==> config.mk <==
export PLATFORM = sky130hd
export DESIGN_NAME = lfsr_noise_channel_unit
export DESIGN_NICKNAME = d
export VERILOG_FILES = /design/src/lnc_pkg.sv /design/src/lfsr_noise_channel_unit.sv /design/src/lnc_cfg.sv /design/src/lnc_core.sv
export SDC_FILE = /design/constraint.sdc
export NUM_CORES = 1
export LEC_CHECK = 0
export ABC_AREA = 0
export BUFFER_PORTS_ARGS = -buffer_cell sky130_fd_sc_hd__buf_2
export CAP_MARGIN = 10
export CORE_ASPECT_RATIO = 2
export CORE_MARGIN = 2
export CORE_UTILIZATION = 55
export CTS_CLUSTER_SIZE = 8
export DETAILED_ROUTE_END_ITERATION = 7
export PLACE_DENSITY = 0.73
export SETUP_SLACK_MARGIN = 0.3
export SYNTH_ARGS = -nofsm -noshare
export SYNTH_HDL_FRONTEND = slang
export SYNTH_SLANG_ARGS = --single-unit
==> constraint.sdc <==
create_clock -name clk_i -period 3.99 [get_ports clk_i]
set_input_delay 0.9975 -clock clk_i [delete_from_list [all_inputs] [get_ports clk_i]]
set_output_delay 0.9975 -clock clk_i [all_outputs]
set_load 0.01 [all_outputs]
==> src/lnc_pkg.sv <==
// ----------------------------------------------------------------------------
// lnc_pkg
// Shared types, constants and helpers for the LFSR noise channel.
// ----------------------------------------------------------------------------
package lnc_pkg;

  localparam int unsigned LfsrW   = 15;
  localparam int unsigned TimerW  = 22;
  localparam int unsigned LenW    = 7;
  localparam int unsigned LevelW  = 4;
  localparam int unsigned EnvTW   = 4;
  localparam int unsigned CfgIdxW = 3;
  localparam int unsigned CfgDataW = 4;

  localparam logic [LfsrW-1:0]  LfsrSeed   = 15'h7FFF;
  localparam int unsigned       NarrowBit  = 6;
  localparam logic [3:0]        ShiftStop  = 4'd14;
  localparam logic [LenW-1:0]   LenFull    = 7'd64;
  localparam logic [LenW-1:0]   LenShort   = 7'd63;
  localparam logic [LevelW-1:0] LevelMax   = 4'hF;
  localparam logic [EnvTW-1:0]  EnvDefault = 4'd8;
  localparam logic [2:0]        StepLast   = 3'd7;

  typedef enum logic [1:0] {
    REQ_TIMER   = 2'd0,
    REQ_LENGTH  = 2'd1,
    REQ_ENVELOPE = 2'd2,
    REQ_TRIGGER = 2'd3
  } req_e;

  typedef enum logic [CfgIdxW-1:0] {
    CFG_CLOCK_SHIFT     = 3'd0,
    CFG_NARROW_MODE     = 3'd1,
    CFG_DIVISOR_CODE    = 3'd2,
    CFG_LENGTH_COUNTING = 3'd3,
    CFG_ENVELOPE_START  = 3'd4,
    CFG_ENVELOPE_UP     = 3'd5,
    CFG_ENVELOPE_PERIOD = 3'd6
  } cfg_idx_e;

  typedef struct packed {
    logic [3:0]        clock_shift;
    logic              narrow_mode;
    logic [2:0]        divisor_code;
    logic              length_counting;
    logic [LevelW-1:0] envelope_start;
    logic              envelope_up;
    logic [2:0]        envelope_period;
  } cfg_t;

  typedef struct packed {
    logic [LevelW-1:0] sample_level;
    logic              channel_on;
    logic              running;
  } res_t;

  // Period timer reload: divisor (8 or code*16) shifted left by clock_shift
  function automatic logic [TimerW-1:0] timer_reload(logic [2:0] code, logic [3:0] shift);
    logic [6:0] base;
    base = (code == 3'd0) ? 7'd8 : {code, 4'b0000};
    return {{(TimerW-7){1'b0}}, base} << shift;
  endfunction

  function automatic logic [EnvTW-1:0] env_reload(logic [2:0] period);
    return (period == 3'd0) ? EnvDefault : {1'b0, period};
  endfunction

endpackage

==> src/lfsr_noise_channel_unit.sv <==
// ----------------------------------------------------------------------------
// lfsr_noise_channel_unit
// Noise channel with 15/7-bit LFSR, period timer, length counter and envelope.
// ----------------------------------------------------------------------------
// Each input beat (timer tick, length clock, envelope clock or trigger) updates
// the channel state in one combinational pass and produces one result beat, registered
// and presented the cycle after acceptance. One beat is taken every cycle as
// long as the output register is empty or being drained in the same cycle;
// the output register is the only thing that can stall the input. Config
// registers are written through a plain write port, one register per cycle.
module lfsr_noise_channel_unit (
  input  logic                         clk_i,
  input  logic                         rst_ni,
  input  logic                         cfg_we_i,
  input  logic [lnc_pkg::CfgIdxW-1:0]  cfg_idx_i,
  input  logic [lnc_pkg::CfgDataW-1:0] cfg_wdata_i,
  input  logic                         in_valid_i,
  output logic                         in_ready_o,
  input  logic [1:0]                   req_type_i,
  input  logic [2:0]                   frame_step_i,
  output logic                         out_valid_o,
  input  logic                         out_ready_i,
  output logic [3:0]                   sample_level_o,
  output logic                         channel_on_o,
  output logic                         running_o
);
  import lnc_pkg::*;

  cfg_t cfg;
  res_t res;
  res_t res_q;
  logic out_valid_q, out_valid_d;
  logic accept;

  lnc_cfg u_cfg (
    .clk_i      (clk_i),
    .rst_ni     (rst_ni),
    .cfg_we_i   (cfg_we_i),
    .cfg_idx_i  (cfg_idx_i),
    .cfg_wdata_i(cfg_wdata_i),
    .cfg_o      (cfg)
  );

  assign in_ready_o = !out_valid_q || out_ready_i;
  assign accept     = in_valid_i && in_ready_o;

  lnc_core u_core (
    .clk_i       (clk_i),
    .rst_ni      (rst_ni),
    .accept_i    (accept),
    .req_type_i  (req_type_i),
    .frame_step_i(frame_step_i),
    .cfg_i       (cfg),
    .res_o       (res)
  );

  always_comb begin
    out_valid_d = out_valid_q;
    if (accept) begin
      out_valid_d = 1'b1;
    end else if (out_ready_i) begin
      out_valid_d = 1'b0;
    end
  end

  always_ff @(posedge clk_i or negedge rst_ni) begin
    if (!rst_ni) begin
      out_valid_q <= 1'b0;
    end else begin
      out_valid_q <= out_valid_d;
    end
  end

  always_ff @(posedge clk_i) begin
    if (accept) begin
      res_q <= res;
    end
  end

  assign out_valid_o    = out_valid_q;
  assign sample_level_o = res_q.sample_level;
  assign channel_on_o   = res_q.channel_on;
  assign running_o      = res_q.running;

  // A trigger always leaves the channel running
  a_trigger_runs: assert property (@(posedge clk_i) disable iff (!rst_ni)
    (accept && req_type_i == REQ_TRIGGER) |=> (out_valid_o && running_o))
    else $error("trigger beat did not report running");

  // A stopped channel is silent and off
  a_idle_silent: assert property (@(posedge clk_i) disable iff (!rst_ni)
    (out_valid_o && !running_o) |-> (sample_level_o == '0 && !channel_on_o))
    else $error("stopped channel reports sound");

  // Input only stalls behind a held result
  a_stall_cause: assert property (@(posedge clk_i) disable iff (!rst_ni)
    !in_ready_o |-> (out_valid_o && !out_ready_i))
    else $error("input stalled without output backpressure");

endmodule

==> src/lnc_cfg.sv <==
// ----------------------------------------------------------------------------
// lnc_cfg
// Configuration register file, written through a plain write port.
// ----------------------------------------------------------------------------
module lnc_cfg (
  input  logic                         clk_i,
  input  logic                         rst_ni,
  input  logic                         cfg_we_i,
  input  logic [lnc_pkg::CfgIdxW-1:0]  cfg_idx_i,
  input  logic [lnc_pkg::CfgDataW-1:0] cfg_wdata_i,
  output lnc_pkg::cfg_t                cfg_o
);
  import lnc_pkg::*;

  cfg_t cfg_q, cfg_d;

  always_comb begin
    cfg_d = cfg_q;
    if (cfg_we_i) begin
      case (cfg_idx_e'(cfg_idx_i))
        CFG_CLOCK_SHIFT:     cfg_d.clock_shift     = cfg_wdata_i;
        CFG_NARROW_MODE:     cfg_d.narrow_mode     = cfg_wdata_i[0];
        CFG_DIVISOR_CODE:    cfg_d.divisor_code    = cfg_wdata_i[2:0];
        CFG_LENGTH_COUNTING: cfg_d.length_counting = cfg_wdata_i[0];
        CFG_ENVELOPE_START:  cfg_d.envelope_start  = cfg_wdata_i;
        CFG_ENVELOPE_UP:     cfg_d.envelope_up     = cfg_wdata_i[0];
        CFG_ENVELOPE_PERIOD: cfg_d.envelope_period = cfg_wdata_i[2:0];
        default: ;  // unknown index: ignored
      endcase
    end
  end

  always_ff @(posedge clk_i or negedge rst_ni) begin
    if (!rst_ni) begin
      cfg_q <= '0;
    end else begin
      cfg_q <= cfg_d;
    end
  end

  assign cfg_o = cfg_q;

endmodule

==> src/lnc_core.sv <==
// ----------------------------------------------------------------------------
// lnc_core
// Channel state (LFSR, period timer, length, envelope) and its one-pass update.
// ----------------------------------------------------------------------------
module lnc_core (
  input  logic                  clk_i,
  input  logic                  rst_ni,
  input  logic                  accept_i,
  input  logic [1:0]            req_type_i,
  input  logic [2:0]            frame_step_i,
  input  lnc_pkg::cfg_t         cfg_i,
  output lnc_pkg::res_t         res_o
);
  import lnc_pkg::*;

  logic [LfsrW-1:0]  lfsr_q, lfsr_d;
  logic [TimerW-1:0] timer_q, timer_d;
  logic [LenW-1:0]   len_q, len_d;
  logic [LevelW-1:0] level_q, level_d;
  logic [EnvTW-1:0]  env_q, env_d;
  logic              active_q, active_d;

  logic [TimerW-1:0] timer_dec;
  logic [EnvTW-1:0]  env_dec;
  logic [LfsrW-1:0]  lfsr_shift;
  logic              fb;

  always_comb begin
    timer_dec = (timer_q != '0) ? timer_q - 1'b1 : '0;
    env_dec   = (env_q != '0) ? env_q - 1'b1 : '0;
    fb        = lfsr_q[0] ^ lfsr_q[1];
    lfsr_shift = {fb, lfsr_q[LfsrW-1:1]};
    if (cfg_i.narrow_mode) begin
      lfsr_shift[NarrowBit] = fb;
    end
  end

  always_comb begin
    lfsr_d   = lfsr_q;
    timer_d  = timer_q;
    len_d    = len_q;
    level_d  = level_q;
    env_d    = env_q;
    active_d = active_q;
    case (req_e'(req_type_i))
      REQ_TIMER: begin
        timer_d = timer_dec;
        if (timer_dec == '0) begin
          if (cfg_i.clock_shift < ShiftStop) begin
            lfsr_d = lfsr_shift;
          end
          timer_d = timer_reload(cfg_i.divisor_code, cfg_i.clock_shift);
        end
      end
      REQ_LENGTH: begin
        if (cfg_i.length_counting && len_q != '0) begin
          len_d = len_q - 1'b1;
          if (len_q == LenW'(1)) begin
            active_d = 1'b0;
          end
        end
      end
      REQ_ENVELOPE: begin
        env_d = env_dec;
        if (env_dec == '0) begin
          env_d = env_reload(cfg_i.envelope_period);
          if (cfg_i.envelope_period != 3'd0) begin
            if (cfg_i.envelope_up) begin
              if (level_q < LevelMax) level_d = level_q + 1'b1;
            end else if (level_q != '0) begin
              level_d = level_q - 1'b1;
            end
          end
        end
      end
      REQ_TRIGGER: begin
        active_d = 1'b1;
        if (len_q == '0) begin
          len_d = (cfg_i.length_counting && frame_step_i[0]) ? LenShort : LenFull;
        end
        timer_d = timer_reload(cfg_i.divisor_code, cfg_i.clock_shift);
        level_d = cfg_i.envelope_start;
        env_d   = env_reload(cfg_i.envelope_period)
                  + EnvTW'(frame_step_i == StepLast);
        lfsr_d  = LfsrSeed;
      end
      default: ;
    endcase
  end

  always_ff @(posedge clk_i or negedge rst_ni) begin
    if (!rst_ni) begin
      lfsr_q   <= '0;
      timer_q  <= '0;
      len_q    <= '0;
      level_q  <= '0;
      env_q    <= '0;
      active_q <= 1'b0;
    end else if (accept_i) begin
      lfsr_q   <= lfsr_d;
      timer_q  <= timer_d;
      len_q    <= len_d;
      level_q  <= level_d;
      env_q    <= env_d;
      active_q <= active_d;
    end
  end

  // Result reflects the state after this beat
  always_comb begin
    res_o.running      = active_d;
    res_o.channel_on   = active_d && (cfg_i.envelope_start != '0 || cfg_i.envelope_up);
    res_o.sample_level = (active_d && !lfsr_d[0]) ? level_d : '0;
  end

endmodule

==> results of run 1 <==
-- worst reg2reg max path, delay by kind of cell, from the launching register on --
| kind | cells | cell delay, ns |
|---|---|---|
| AO/OA/AOI/OAI | 5 | 1.36 |
| AND/OR/NAND/NOR | 3 | 0.78 |
| buffers and inverters | 3 | 0.52 |
| adder cells (fa/ha/maj) | 1 | 0.33 |
| flip-flops | 1 | 0.40 |
-- through the flow --
| stage | worst slack [ns] | instance area, sq um | hold slack [ns] | instances |
|---|---|---|---|---|
| 2_1_floorplan | 0.859 | 5090 | 0.450 | 586 |
| 3_3_place_gp | 0.589 | 5280 | 0.466 | 687 |
| 3_5_place_dp | 0.444 | 5280 | 0.478 | 687 |
| 4_1_cts | 0.442 | 5580 | 0.492 | 703 |
| 5_1_grt | 0.270 | 5610 | 0.533 | 704 |
| 6_report | 0.478 | 5610 | 0.497 | 704 |
-- state kept, by name (all words and copies together), names as in the netlist --
register         flops
running_o            1
u_core.level_q       4
u_core.active_q      1
u_core.len_q         7
u_core.lfsr_q       15
channel_on_o         1
sample_level_o       4
u_cfg.cfg_o         17
u_core.timer_q      22
out_valid_o          1
u_core.env_q         4
-- power by group --
part / leakage [nW] / switching [mW] / internal, mW
logic: 1.22 / 0.596 / 0.468
registers: 0.911 / 0.298 / 0.977
clock network: 0.132 / 0.332 / 0.460
-- how the worst max path moves through the flow --
stage | startpoint | cells after the start | slack, ns | endpoint
floorplan | u_core.timer_q[0] | 11 | 0.86 | u_core.timer_q[3]
global placement | u_core.timer_q[0] | 11 | 0.59 | sample_level_o[1]
detailed placement | u_core.timer_q[0] | 11 | 0.44 | u_core.lfsr_q[4]
CTS | u_core.timer_q[0] | 11 | 0.44 | u_core.timer_q[3]
global route | u_core.timer_q[0] | 12 | 0.27 | u_core.lfsr_q[4]
finish | u_core.timer_q[0] | 12 | 0.48 | u_core.timer_q[9]
-- per-layer routing --
layer	wire, um	track usage, %
met3	469	3.96
met5	0	0
met4	964	20.9
met2	7660	52.9
met1	5110	30.4
-- area by class of cell --
type	count	share of cell area, %
multi-input combinational	452	51.9
clock inverter	6	0.803
inverter	16	1.07
clock buffer	10	4.46
sequential	77	34.9
timing repair buffer	41	4.64
tap	102	2.27
-- kinds of logic (layout without fill, tap and decap cells) --
logic type	count (synthesis)	in the layout
DFF	77	77
adders and majority gates	11	11
buffers and inverters	57	73
and+or+nand+nor	225	225
xor gates and xnor gates	9	9
muxes	27	27
AOI/OAI and AO/OA	180	180
-- what timing repair did --
action                     in CTS  in global routing
hold endpoints to repair        0                  0
setup buffers                   0                  1
resized for setup               0                  3
setup endpoints to repair       0                 22
-- placed cells by master (no fill, tap or decap), types with 17 or more instances in the layout --
cell	count
dfrtp_1	71
nand2_1	58
nor2_1	53
o21ai_0	50
a21oi_1	41
nor3_1	24
buf_2	24
mux2_2	20
nand3_1	17
==> run summary, run 1 <==
Status: complete, no violations
Peak supply drop: 0.455 mV
Final setup viols: 0
Detailed Route WL: 14,200 um
Final HPWL DP: 10,700 um
CP endpoint kind: flip-flop
Largest family of logic cells by synthesized area: compound AO/OA/AOI/OAI gates
GP Congestion: 0.950
Max-slew headroom: 39.7%
Worst skew pair latency: 0.34 ns
Synth Area in Adders: 2.71%
Layout Skew: 0.00919 ns
Starting Density: 56.4%
Worst Path Arrival: 3.73 ns
Initial antenna violation count: 0
Synth Area in Simple Gates: 22.8%
Crit path cell chain: inv_1 -> ha_1 -> nor4b_2 -> buf_4 -> nand4_2 -> o41a_1 -> or3_4 -> a211oi_4 -> a21oi_4 -> buf_4 -> a21o_1 -> a32o_1
Fraction of layout cells with a size suffix above 1: 16.1%
Starting DRT DRC Count: 302
Core Rows: 49
Port-buffer cells: 24
Leak pwr: 2.27 nW
Top post-synthesis cells by count: dfrtp_1, nand2_1, nor2_1, o21ai_0, a21oi_1
Fin crit share: 88.0%
Most frequent cell on the critical path: buf_4
Length in cells of the worst reg-to-reg path: 12
CP max stage cell: dfrtp_1
Vias in the first global route: 4,719
Worst-margin pin slew: 0.899 ns
RSZ-0062 raised after global routing: false
Mean post-synth cell area: 8.68 sq um
Post-synth ARST share: 92.2%
Final Util: 62.3%
CP Class: flip-flop to flip-flop
Routed WL per cell: 20.2 um
# hold bufs at CTS: 0
Worst setup SP type: flip-flop
CP required: 4.21 ns
Mux share of post-synthesis cell area: 5.80%
Drt first pass iters: 5
Total congestion overflow: 0
Top Ports: 25
Reg2reg setup slack: 0.48 ns
Pin count of the biggest net entering global routing: 36
TritonCTS clock tree: yes
DR DRC count: 0
Post-synthesis sequential area ratio: 38.5%
Total Die Area: 10,100 sq um
Max_cap viols: 0
Die span in x: 72.0 um
Syn-to-layout area delta: 10.3%
Post-synth top flop: dfrtp_1
Clk sinks: 77
FMAX: 285 MHz
P per Cell Area: 558 nW/um^2
XOR/XNOR share of the synthesized area: 1.55%
Max Root-Sink Buffers: 2
Worst hold path class: flip-flop to flip-flop
Synthesized area: 5090 sq um
Vias: 4,658
Sequential Area: 1960 sq um
#FFs+latches synth: 77
Root buf cell: clkbuf_16
Largest cells by area after synthesis: dfrtp_1, o21ai_0, mux2_2, nand2_1, a21oi_1
Fillers: 787
# H-tree levels: 3
Critical path's largest stage delay: 0.40 ns
DR vias/cell: 6.62
CP top delay family: compound AO/OA/AOI/OAI gates
Syn_nets: 614
Worst reg2reg path startpoint: u_core.timer_q[0]
Setup tns final: 0 ns
Most common cell in the netlist: dfrtp_1
Antenna diode count: 0
Worst-path maximum fanout: 17
Hold Path End: u_core.active_q
Reg-to-Reg End: u_core.timer_q[9]
Hold path depth: 2
Core box area: 9010 sq um
Fin. Hold Viols: 0
Area of the multi-input gates: 2910 sq um
HP Start: u_core.active_q
Total power: 3.13 mW
Fin. max-slew vios: 0
Yosys warns: 0
Crit path buf inv count: 3
Synth top area share: 34.9%
Cell taking the most area after synthesis: dfrtp_1
Synthesized instance count: 586
Distinct cell type count after synthesis: 70
Post-synthesis compound-gate area fraction: 24.1%
Post-synth EDFFs: 6
Remaining antenna violation count: 0
First-pass GRT wire length: 23,000 um
Post-layout nets: 625
CTS clk-pin slew, worst paths: 0.06 ns
Overall Global Routing Usage: 29.5%
CTS buffer count: 9
Die Span Y: 140 um
Crit path time final: 3.51 ns
(Power assumes the default switching activity.)
==> inputs of run 2 (changes only) <==
- CORE_ASPECT_RATIO: 2 -> 0.7
==> run summary, run 2 (same netlist as run 1, synthesis figures left out) <==
Status: complete, no violations
Port-buffer cells: 24
Fraction of layout cells with a size suffix above 1: 15.4%
Total congestion overflow: 0
Non-filler cells, final: 723
Hold path depth: 2
DR vias/cell: 6.53
Worst hold path class: flip-flop to flip-flop
Starting Density: 56.3%
Starting DRT DRC Count: 504
Layout Skew: 0.00912 ns
Pint: 2.06 mW
TritonCTS clock tree: yes
HP Start: u_core.active_q
Leak pwr: 2.29 nW
CTS buffer count: 9
Flip-flop count of the largest register after layout: 22
Worst-margin pin slew: 0.943 ns
Worst reg2reg path startpoint: u_core.timer_q[0]
Routed WL per cell: 18.5 um
Logic pwr share: 32.5%
Worst Path Arrival: 3.73 ns
CP required: 4.21 ns
Core Rows: 29
Antenna diode count: 0
First-pass GRT wire length: 22,400 um
Dpl cells: 706
Setup tns final: 0 ns
Length in cells of the worst reg-to-reg path: 10
FMAX: 285 MHz
Largest register by flop count: u_core.timer_q
Total power: 3.27 mW
Peak supply drop: 0.345 mV
Max_cap viols: 0
Die span in x: 119 um
Final HPWL DP: 9660 um
Net Sw Power: 1.20 mW
Worst-path maximum fanout: 26
Hold Path End: u_core.active_q
Clk sinks: 77
Max Root-Sink Buffers: 2
Vias in the first global route: 4,378
GP Congestion: 0.934
Drt first pass iters: 5
WHS: 0.503 ns
Total Die Area: 10,000 sq um
Detailed Route WL: 13,400 um
Clk network pwr share: 28.6%
Die Span Y: 84.5 um
Core box area: 9030 sq um
P per Cell Area: 578 nW/um^2
Overall Global Routing Usage: 28.3%
Reg-to-Reg End: u_core.timer_q[3]
CTS clk-pin slew, worst paths: 0.06 ns
Switch share: 36.9%
Crit path time final: 3.51 ns
Pin count of the biggest net entering global routing: 72
Initial antenna violation count: 0
Worst setup SP type: flip-flop
Most frequent cells in the layout: dfrtp_1, nand2_1, nor2_1, o21ai_0, a21oi_1
CP Class: flip-flop to flip-flop
# hold bufs at CTS: 0
# H-tree levels: 3
DR DRC count: 0
Vias: 4,720
Most common cell after layout, fill and taps aside: dfrtp_1
RSZ-0062 raised after global routing: true
Remaining antenna violation count: 0
Max-slew headroom: 36.7%
Seq pwr share: 38.9%
Fin crit share: 87.9%
Final setup viols: 0
Top Ports: 25
Fin. max-slew vios: 0
Post-layout nets: 622
CP endpoint kind: flip-flop
Reg2reg setup slack: 0.48 ns
Syn-to-layout area delta: 11.1%
Worst skew pair latency: 0.34 ns
Fin. Hold Viols: 0
Root buf cell: clkbuf_16
## run 2: changes by cell type in the layout (fill, tap and decap cells not counted), sizes merged
cell	change
inv	-1
clkinv	+1
clkinvlp	-3
bufinv	+3
buf	-3
## run 2: timing repair
item	4_1_cts	5_1_grt
setup endpoints to repair	0	13
gates resized for setup	0	1
setup buffers	0	1
## run 2: cell type report
type	count	area, sq um
Inverter	16	60.1
Clock buffer	10	229
Timing Repair Buffer	38	240
Tap cell	124	155
Fill cell	750	3380
Multi-Input combinational cell	452	2900
Clock inverter	6	111
Sequential cell	77	1960
## run 2: power by group through the flow
| stage | logic (mW) | clock network [mW] | registers (mW) |
|---|---|---|---|
| after floorplan | 0.887 | 0 | 1.12 |
| after global placement | 1.01 | 0 | 1.26 |
| after detailed placement | 1.03 | 0 | 1.27 |
| after CTS | 1.04 | 0.944 | 1.26 |
| after global routing | 1.17 | 0.990 | 1.30 |
| final | 1.06 | 0.934 | 1.27 |
## run 2: how the worst max path moves through the flow
stage / to / cells after the start / from
floorplan: u_core.timer_q[3] / 11 / u_core.timer_q[0]
global placement: u_core.timer_q[12] / 8 / u_core.timer_q[9]
detailed placement: u_core.timer_q[3] / 10 / u_core.timer_q[0]
CTS: u_core.timer_q[3] / 10 / u_core.timer_q[0]
global route: u_core.timer_q[21] / 10 / u_core.timer_q[0]
finish: u_core.timer_q[3] / 10 / u_core.timer_q[0]
## run 2: metal layers
layer  up-vias  part of all wire (%)  track usage [%]
li1       2189                     -                -
met3        19                   9.0             7.20
met1      2280                    48             43.3
met4         0                   1.3             7.03
met2       232                    42             39.8
met5         -                     0                0
## run 2: per-stage QoR
step / util (%) / cell area, sq um / setup WS [ns]
after global routing: 62.6 / 5650 / 0.286
final: 62.6 / 5650 / 0.483
after global placement: 58.5 / 5290 / 0.538
after CTS: 62.3 / 5630 / 0.465
after detailed placement: 58.5 / 5290 / 0.478
after floorplan: - / 5090 / 0.859
## run 2: worst max-delay path: stages (launching register included)
cell      delay [ns]
dfrtp_1         0.40
inv_1           0.09
ha_1            0.29
nor4b_2         0.37
nand4_2         0.23
o41a_1          0.38
or3_4           0.35
a211oi_4        0.34
a21oi_4         0.26
nand2b_2        0.34
o221a_1         0.33
==> inputs of run 3 (changes only) <==
==> constraint.sdc (replaced) <==
create_clock -name clk_i -period 3.99 [get_ports clk_i]
set_input_delay 0.798 -clock clk_i [delete_from_list [all_inputs] [get_ports clk_i]]
set_output_delay 0.798 -clock clk_i [all_outputs]
set_load 0.01 [all_outputs]
==> run summary, run 3 (same netlist as run 1, synthesis figures left out) <==
Layout Skew: 0.00754 ns
Fin. max-slew vios: 0
Setup tns final: 0 ns
Die span in x: 119 um
Clk sinks: 77
Total Die Area: 10,000 sq um
Largest register by flop count: u_core.timer_q
Final setup viols: 0
# H-tree levels: 3
CP endpoint kind: flip-flop
CP required: 4.07 ns
Max Root-Sink Buffers: 2
RSZ-0062 raised after global routing: false
First-pass GRT wire length: 22,400 um
Port-buffer cells: 24
Root buf cell: clkbuf_16
Starting DRT DRC Count: 489
Logic pwr share: 33.0%
Met2 usage: 39.8%
Final instance area: 5650 sq um
Reg-to-Reg End: sample_level_o[1]
WHS: 0.484 ns
Worst-margin pin slew: 0.916 ns
DR DRC count: 0
Overall Global Routing Usage: 28.1%
Syn-to-layout area delta: 11.1%
GP Congestion: 0.967
Grt met1 use: 42.6%
Antenna diode count: 0
Worst Path Arrival: 3.60 ns
Worst hold path class: flip-flop to flip-flop
Leak pwr: 2.28 nW
Crit path time final: 3.52 ns
Peak supply drop: 0.437 mV
Starting Density: 56.3%
Total power: 3.20 mW
Final Util: 62.5%
Hold path depth: 2
Final HPWL DP: 9660 um
Worst setup SP type: flip-flop
Hold Path End: u_core.active_q
Seq pwr share: 39.9%
Net Sw Power: 1.23 mW
Worst reg2reg path startpoint: u_core.timer_q[0]
Vias in the first global route: 4,300
DR vias/cell: 6.58
Die Span Y: 84.5 um
Length in cells of the worst reg-to-reg path: 11
P per Cell Area: 566 nW/um^2
Initial antenna violation count: 0
CTS clk-pin slew, worst paths: 0.06 ns
Status: complete, no violations
CTS buffer count: 9
GR peak layer: met1
Met3 Usage GRT: 6.73%
Switch share: 38.4%
Remaining antenna violation count: 0
Pint: 1.97 mW
CP Class: flip-flop to flip-flop
Top Ports: 25
Max-slew headroom: 38.9%
Total congestion overflow: 0
Worst-path maximum fanout: 7
HP Start: u_core.active_q
Core Rows: 29
Vias: 4,765
Flip-flop count of the largest register after layout: 22
Reg2reg setup slack: 0.47 ns
Core box area: 9030 sq um
Post-layout nets: 623
FMAX: 284 MHz
Fraction of layout cells with a size suffix above 1: 16.0%
Most frequent cells in the layout: dfrtp_1, nand2_1, nor2_1, o21ai_0, a21oi_1
Routed WL per cell: 19.3 um
Pin count of the biggest net entering global routing: 72
TritonCTS clock tree: yes
Most common cell after layout, fill and taps aside: dfrtp_1
Worst skew pair latency: 0.34 ns
Fin crit share: 88.2%
DP Area: 5280 sq um
Drt first pass iters: 5
Clk network pwr share: 27.1%
Max_cap viols: 0
Fin. Hold Viols: 0
Detailed Route WL: 13,900 um
-- run 3: worst max-delay path by stage --
stage	from	to	slack, ns	cells after the start
detailed placement	u_core.timer_q[5]	u_core.timer_q[8]	0.43	8
global route	u_core.timer_q[0]	u_core.timer_q[19]	0.31	11
floorplan	u_core.timer_q[0]	u_core.timer_q[3]	0.86	11
finish	u_core.timer_q[0]	sample_level_o[1]	0.47	11
global placement	u_core.timer_q[5]	u_core.timer_q[8]	0.59	8
CTS	u_core.timer_q[5]	u_core.timer_q[8]	0.40	8
-- run 3: power groups by stage --
| stage | registers, mW | clock network [mW] | logic, mW |
|---|---|---|---|
| after floorplan | 1.12 | 0 | 0.887 |
| after global placement | 1.26 | 0 | 0.988 |
| after detailed placement | 1.27 | 0 | 1.02 |
| after CTS | 1.26 | 0.877 | 1.03 |
| after global routing | 1.31 | 0.910 | 1.16 |
| final | 1.28 | 0.867 | 1.05 |
-- run 3: per-layer routing --
layer | wire length, um | vias up
met2 | 5960 | 234
met4 | 216 | 0
met1 | 6450 | 2315
li1 | - | 2194
met5 | 0 | -
met3 | 1330 | 22
-- run 3: final cells by class --
cell class / instances / area (sq um)
clock buffers: 12 / 267
clock inverters: 4 / 53.8
fillers: 776 / 3380
inverters: 16 / 60.1
multi-input cells: 453 / 2920
flip-flops and latches: 77 / 1960
well taps: 124 / 155
repair buffers: 38 / 240
-- run 3: what timing repair did --
item | CTS | global route
resized for setup | 0 | 3
setup buffers | 0 | 2
hold buffers | 0 | 0
endpoints found under the setup margin | 0 | 27
-- run 3: stage by stage --
step	std cells	setup WS, ns
after global routing	724	0.306
after detailed placement	705	0.426
final	724	0.472
after CTS	721	0.403
after global placement	705	0.589
after floorplan	586	0.859
-- run 3: worst max-delay path, stage by stage, from the launching register on --
cell and delay (ns):
dfrtp_1 0.40, inv_1 0.09, ha_1 0.29, nor4b_2 0.23, buf_4 0.19, nand4_2 0.18, o41a_1 0.39, or3_4 0.36
a211oi_4 0.39, nand3_1 0.27, mux2i_2 0.37, nor3b_1 0.10
